$ cat config.mk
export PLATFORM = sky130hd
export DESIGN_NAME = ffac_ctrl
export DESIGN_NICKNAME = d
export VERILOG_FILES = /design/src/rtl/ffac_pkg.sv /design/src/rtl/ffac_ctrl.sv
export SDC_FILE = /design/constraint.sdc
export NUM_CORES = 1
export LEC_CHECK = 0
export BUFFER_PORTS_ARGS = -buffer_cell sky130_fd_sc_hd__buf_2
export CORE_ASPECT_RATIO = 1.25
export CORE_MARGIN = 5
export CORE_UTILIZATION = 30
export CTS_CLUSTER_DIAMETER = 60
export CTS_CLUSTER_SIZE = 28
export DETAILED_ROUTE_END_ITERATION = 8
export MAX_ROUTING_LAYER = met4
export PLACE_DENSITY = 0.61
export SYNTH_ARGS = -nofsm -noshare
export SYNTH_HDL_FRONTEND = slang
export SYNTH_SLANG_ARGS = --single-unit
$ cat constraint.sdc
create_clock -name clk -period 5.3 [get_ports clk]
set_input_delay 1.06 -clock clk [delete_from_list [all_inputs] [get_ports clk]]
set_output_delay 1.06 -clock clk [all_outputs]
set_load 0.02 [all_outputs]
$ cat src/rtl/ffac_pkg.sv
// ----------------------------------------------------------------------------
// ffac_pkg
// Shared types and codes for the first-fit section allocator.
// ----------------------------------------------------------------------------
package ffac_pkg;

	localparam int ID_W   = 16;
	localparam int SIZE_W = 17;
	localparam int STAT_W = 2;

	localparam logic [STAT_W-1:0] ST_DONE     = 2'd0;
	localparam logic [STAT_W-1:0] ST_REFUSED  = 2'd1;
	localparam logic [STAT_W-1:0] ST_NOTFOUND = 2'd2;

	localparam logic REQ_ALLOC = 1'b0;
	localparam logic REQ_FREE  = 1'b1;

	// datapath commands
	typedef enum logic [3:0] {
		CMD_NOP,
		CMD_LOAD,       // latch request, clear scan index
		CMD_SCAN_STEP,  // advance scan index
		CMD_SORT_STEP,  // one compare/swap of the sort
		CMD_PACK_STEP,  // place one used entry
		CMD_PACK_DONE,  // write new free entry 0
		CMD_ALLOC,      // perform allocation at found index
		CMD_FREE,       // move used entry to free table
		CMD_SHIFT_FREE, // one shift step in free table
		CMD_SHIFT_USED  // one shift step in used table
	} cmd_t;

	typedef struct packed {
		cmd_t cmd;
		logic clr_idx;
	} ctl_t;

	typedef struct packed {
		logic free_empty;
		logic free_full;
		logic used_full;
		logic size_ok;
		logic scan_end;   // scan index reached end of table
		logic hit;        // entry at scan index matches
		logic exact;      // found free entry is an exact fit
		logic sort_end;
		logic pack_end;   // every used entry placed
		logic shift_end;
	} sts_t;

endpackage

$ cat src/rtl/ffac_ctrl.sv
// ----------------------------------------------------------------------------
// ffac_ctrl
// Request sequencer: scan, compaction, table update and response.
// ----------------------------------------------------------------------------
module ffac_ctrl (
	input  logic                       clk,
	input  logic                       arst_n,
	input  logic                       in_fire,
	input  logic                       req_type,
	input  ffac_pkg::sts_t             sts,
	input  logic [ffac_pkg::ID_W-1:0]   new_id,
	input  logic                       out_ready,
	output ffac_pkg::ctl_t             ctl,
	output logic                       idle,
	output logic                       out_valid,
	output logic [ffac_pkg::STAT_W-1:0] out_status,
	output logic [ffac_pkg::ID_W-1:0]   out_id
);
	import ffac_pkg::*;

	typedef enum logic [10:0] {
		S_IDLE   = 11'b00000000001,
		S_CHECK  = 11'b00000000010,
		S_SCAN   = 11'b00000000100,
		S_SORT   = 11'b00000001000,
		S_PACK   = 11'b00000010000,
		S_PDONE  = 11'b00000100000,
		S_RESCAN = 11'b00001000000,
		S_ALLOC  = 11'b00010000000,
		S_SHIFT  = 11'b00100000000,
		S_FSCAN  = 11'b01000000000,
		S_USHIFT = 11'b10000000000
	} state_t;

	state_t state_q, state_d;
	logic   done;
	logic [STAT_W-1:0] st_d;

	assign idle = (state_q == S_IDLE);

	always_comb begin
		state_d = state_q;
		ctl     = '{cmd: CMD_NOP, clr_idx: 1'b0};
		done    = 1'b0;
		st_d    = ST_REFUSED;
		case (state_q)
			S_IDLE: if (in_fire) begin
				ctl.cmd = CMD_LOAD;
				state_d = S_CHECK;
			end
			S_CHECK: begin
				if (req_type == REQ_FREE) state_d = S_FSCAN;
				else if (sts.free_empty || !sts.size_ok || sts.used_full) begin
					done = 1'b1;
					state_d = S_IDLE;
				end else state_d = S_SCAN;
			end
			S_SCAN, S_RESCAN: begin
				if (sts.scan_end) begin
					if (state_q == S_SCAN) begin
						ctl.clr_idx = 1'b1;
						state_d = S_SORT;
					end else begin
						done = 1'b1;
						state_d = S_IDLE;
					end
				end else if (sts.hit) state_d = S_ALLOC;
				else ctl.cmd = CMD_SCAN_STEP;
			end
			S_SORT: begin
				if (sts.sort_end) begin
					ctl.clr_idx = 1'b1;
					state_d = S_PACK;
				end else ctl.cmd = CMD_SORT_STEP;
			end
			S_PACK: begin
				if (sts.pack_end) state_d = S_PDONE;
				else ctl.cmd = CMD_PACK_STEP;
			end
			S_PDONE: begin
				ctl.cmd = CMD_PACK_DONE;
				state_d = S_RESCAN;
			end
			S_ALLOC: begin
				ctl.cmd = CMD_ALLOC;
				state_d = sts.exact ? S_SHIFT : S_IDLE;
				if (!sts.exact) done = 1'b1;
			end
			S_SHIFT: begin
				ctl.cmd = CMD_SHIFT_FREE;
				if (sts.shift_end) begin
					done = 1'b1;
					st_d = ST_DONE;
					state_d = S_IDLE;
				end
			end
			S_FSCAN: begin
				if (sts.scan_end) begin
					done = 1'b1;
					st_d = ST_NOTFOUND;
					state_d = S_IDLE;
				end else if (sts.hit) begin
					if (sts.free_full) begin
						done = 1'b1;
						state_d = S_IDLE;
					end else begin
						ctl.cmd = CMD_FREE;
						state_d = S_USHIFT;
					end
				end else ctl.cmd = CMD_SCAN_STEP;
			end
			S_USHIFT: begin
				ctl.cmd = CMD_SHIFT_USED;
				if (sts.shift_end) begin
					done = 1'b1;
					st_d = ST_DONE;
					state_d = S_IDLE;
				end
			end
			default: state_d = S_IDLE;
		endcase
		if (state_q == S_ALLOC && !sts.exact) st_d = ST_DONE;
	end

	// response register; an item is only loaded when it is empty
	logic resp_sid;
	assign resp_sid = (state_q == S_SHIFT) || (state_q == S_ALLOC);

	always_ff @(posedge clk or negedge arst_n) begin
		if (!arst_n) begin
			state_q   <= S_IDLE;
			out_valid <= 1'b0;
		end else begin
			state_q <= state_d;
			if (out_valid && out_ready) out_valid <= 1'b0;
			if (done) begin
				out_valid  <= 1'b1;
				out_status <= st_d;
				out_id     <= resp_sid ? new_id : '0;
			end
		end
	end

endmodule

# Yosys cells after proc, flatten, opt, wreduce, memory -nomap -nowiden
# Index checks and enable logic that the tools add are counted.
# word_totals
output_inout_bits	25
register_bits	30
wordCells	75
in_bits	31
# classes
eq_ne	17
n_reduce_logical	12
n_mux	42
# ops
operator	n
two-way mux 11 bit	9
one-hot mux 11 bit (9 select lines)	1
one-hot mux 4 bit (9 select lines)	1
two-way mux 1 bit	16
two-way mux 4 bit	3
equality test 11 x 1 -> 1 bit, second input constant	1
equality test 11 x 10 -> 1 bit, second input constant	1
equality test 11 bit, second input constant	1
equality test 11 x 2 -> 1 bit, second input constant	1
equality test 11 x 3 -> 1 bit, second input constant	1
equality test 11 x 4 -> 1 bit, second input constant	1
equality test 11 x 5 -> 1 bit, second input constant	1
equality test 11 x 6 -> 1 bit, second input constant	1
equality test 11 x 7 -> 1 bit, second input constant	1
equality test 11 x 8 -> 1 bit, second input constant	1
equality test 11 x 9 -> 1 bit, second input constant	1
two-way mux 10 bit	1
two-way mux 3 bit	3
two-way mux 9 bit	1
two-way mux 2 bit	4
!= test 2 bit, second input constant	3
!= test 3 bit, second input constant	2
AND reduction 6 bit	1
one-hot mux 1 bit (5 select lines)	1
9 further kinds	14

# Depth between registers and ports, before layout
# logic_depth
word_depth	7
mapped_depth	7
depth_no_buf	5

# Least setup slack after synthesis
# Ideal clock, no wire load.
# synth_timing
path_type	in2out
start	input sts[2] in the netlist's numbering
end	output ctl[2] in the netlist's numbering
t_arrival_ps	1973
stages	4
path_slack_ps	2267
required_time_ps	4240
path_buffers	0
cell_sequence	or3b_2 > nor3_1 > nand2_1 > o211ai_1
# synth_lines
element	line_no	source
start: declaration	ffac_ctrl.sv:10	input ffac_pkg::sts_t sts,
end: declaration	ffac_ctrl.sv:13	output ffac_pkg::ctl_t ctl,

==> out/results.tsv <==
stage	metric	value	unit
min_path	Hold Path Class	reg -> reg	
worst_setup_path	crit-path cells	or4_4, nor3_4, nand3_1, o41ai_1, nand4bb_1, buf_2	
clock_tree	Worst-Skew Late Latency	0.28	ns
place	# port buffers	55	
clock_tree	CTS Hold Buffers Added	0	
synth	Post-Synth XOR/XNOR Area	2.09	%
clock_tree	root buf cell	clkbuf_8	
drt	Wirelength per Cell	15.3	µm
pwr	Leak	0.885	nW
synth	Mapped Nets	183	
pwr	peak supply drop	166	µV
clock_tree	clk slew on worst S/H paths	0.07	ns
synth	post-synthesis adder-cell area fraction	0	%
clock_tree	clk buf depth	2	
synth	count leader, synth	edfxtp_1	
synth	Post-synth top cells	edfxtp_1 (18), nor2b_1 (17), nor2_1 (16)	
drt	TritonRoute pass-1 iters	4	
synth	combinational family with the most area after synthesis	simple AND/OR/NAND/NOR gates	
drt	DR DRC count	0	
synth	simple-gate area share of the yosys netlist	32.9	%
floorplanning	Die Area	7190	µm²
worst_setup_path	slowest library cell on the worst path	or4_4	
floorplanning	chip height	93.6	µm
timing	FMAX	293	MHz
final_layout	Syn-to-layout area delta	24.2	%
floorplanning	num rows	30	
worst_setup_path	critical path launch point type	flop	
timing	clk_skew	0.00640	ns
final_layout	Multi-input gate area	744	µm²
floorplanning	die width	76.8	µm
synth	Yosys top cell area share	32.3	%
place	routability cong.	0.936	
synth	cell taking the most area after synthesis	edfxtp_1	
floorplanning	num ports	56	
run_status	status	complete, no violations	
timing	final period utilization	64.4	%
timing	Slew Viols, Final	0	
synth	synthesis-stage register bit count	30	
floorplanning	area of the core	5440	µm²
synth	Synth Area in Compound Gates	9.41	%
clock_tree	CTS tree	built	
synth	post-synthesis mux area share	0	%
synth	Post-synth EDFFs	18	
clock_tree	total clock sinks	30	
timing	# setup viols final	0	
worst_setup_path	Critical Path Max Stage Delay	0.63	ns
final_layout	share of layout cells above drive strength 1	36.7	%
timing	number of hold violations in the final report	0	
synth	leading post-synthesis cells by cell area	edfxtp_1 (32%), dfrtp_1 (16%), nor2b_1 (6.3%)	
grt	total grt overflow	0	
drt	Antenna Violating Nets Remaining	0	
clock_tree	post-CTS setup buffer count	0	
synth	Mapped Cells	152	
synth	library cells used by synthesis	50	
drt	Avg Vias per Cell	5.18	
synth	asr flop ratio synth	40.0	%
synth	register area share after synthesis	50.3	%
timing	Fin Setup TNS	0	ns
worst_setup_path	Max FO, Critical Path	10	
final_layout	final core occ	38.2	%
synth	Synth Flop Type	edfxtp_1	
worst_setup_path	Worst Path Required	4.24	ns
final_layout	Ant. Diodes	0	
grt	first-pass GRT wire length	6.64	mm
floorplanning	Initial Utilization	30.8	%
synth	yosys synthesis warning count	0	
grt	pin count of the biggest net entering global routing	19	
worst_setup_path	critical path class	reg -> out	
place	hpwl dp	3.16	mm
synth	Avg Cell Area, Syn	11.0	µm²
timing	RSZ-0062 raised after global routing	false	
grt	vias in the first global route	1367	
final_layout	register area	842	µm²
synth	mapped cell area	1680	µm²
timing	slew margin rel.	59.6	%
grt	GRT Total Usage	12.0	%
timing	min cycle time layout	3.41	ns
worst_setup_path	worst path arrival time	2.35	ns
final_layout	Nets	240	
clock_tree	H-tree levels	2	
timing	worst slew pin tran	0.601	ns
drt	wirelength, routed	4.20	mm
grt	initial antenna violation count	0	
drt	Initial DRC Count	70	
drt	Vias	1419	
clock_tree	TritonCTS Buffers	5	
clock_tree	post_cts resized	0	
final_layout	fill count	548	
job	Max Cap Violations	0	
worst_setup_path	Crit. End Element	output pin	
pwr	PwrDens	339	nW/µm²
per-layer routing:
| layer | GRT usage [%] | vias up | part of all wire, % |
|---|---|---|---|
| met5 | - | - | 0 |
| met4 | 6.27 | 0 | 2.0 |
| li1 | - | 677 | - |
| met3 | 3.85 | 9 | 10 |
| met2 | 18.8 | 75 | 47 |
| met1 | 13.6 | 658 | 41 |
cell families (layout without fill, tap and decap cells):
logic type | Yosys count | count (layout)
buffers and inverters | 11 | 69
AND/OR/NAND/NOR | 85 | 85
XOR/XNOR | 4 | 4
flip-flops | 30 | 30
AO/OA/AOI/OAI | 22 | 22
worst max-delay path, delay by kind of cell, from the launching register on:
kind | cells | cell delay, ns
and+or+nand+nor | 4 | 1.28
DFF | 1 | 0.50
AOI/OAI and AO/OA | 1 | 0.11
buffers and inverters | 1 | 0.17
cells in the final DEF (no fill, tap or decap), types with 3 or more instances in the layout:
cell type and count:
a21oi_1 3, buf_2 55, clkbuf_8 5, dfrtp_1 11, edfxtp_1 18, inv_1 4, nand2_1 6, nand3_1 5
nand3b_1 3, nor2_1 16, nor2b_1 17, nor3_1 5, nor3b_1 5, nor4_1 4, o21ai_0 3, xnor2_1 3
area by class of cell:
class,instances,share of cell area [%]
Clock buffer,5,3.31
Clock inverter,3,1.92
Inverter,4,0.722
Multi-Input combinational cell,111,35.8
Sequential cell,30,40.5
Tap cell,64,3.85
Timing Repair Buffer,57,14.0
final timing paths:
kind	depth (start not counted)	slack (ns)	startpoint	endpoint
setup reg to reg	6	2.83	state_q[5]$_DFFE_PN0P_	out_id[2]$_SDFFCE_PN0P_
hold reg to reg	2	0.50	out_valid$_DFFE_PN0P_	out_valid$_DFFE_PN0P_
setup / recovery	6	1.89	state_q[1]$_DFFE_PN0P_	ctl[1]
hold / removal	2	0.50	out_valid$_DFFE_PN0P_	out_valid$_DFFE_PN0P_
max in group asynchronous	1	4.35	arst_n	state_q[0]$_DFFE_PN1P_
min in group asynchronous	1	0.66	arst_n	state_q[1]$_DFFE_PN0P_
state kept, by name, indices dropped and copies added (netlist names):
name	cells
state_q	11
out_id	16
out_status	2
out_valid	1
through the flow:
step | worst slack [ns] | area (µm²) | instances | hold WS, ns | power [W]
after floorplan | 2.27 | 1680 | 152 | 0.537 | 0.000440
after global placement | 2.07 | 1970 | 266 | 0.498 | 0.000487
after detailed placement | 2.04 | 1970 | 266 | 0.498 | 0.000486
after CTS | 1.90 | 2080 | 274 | 0.510 | 0.000716
after global routing | 1.77 | 2080 | 274 | 0.527 | 0.000742
final | 1.89 | 2080 | 274 | 0.503 | 0.000706
report_power, final:
part	switching [W]	internal [W]	total (W)
sequential	0.0000243	0.000269	0.000294
combinational	0.000112	0.0000761	0.000188
clock	0.0000856	0.000138	0.000224
total	0.000222	0.000484	0.000706
No activity file was read; power rests on OpenSTA's default activity.
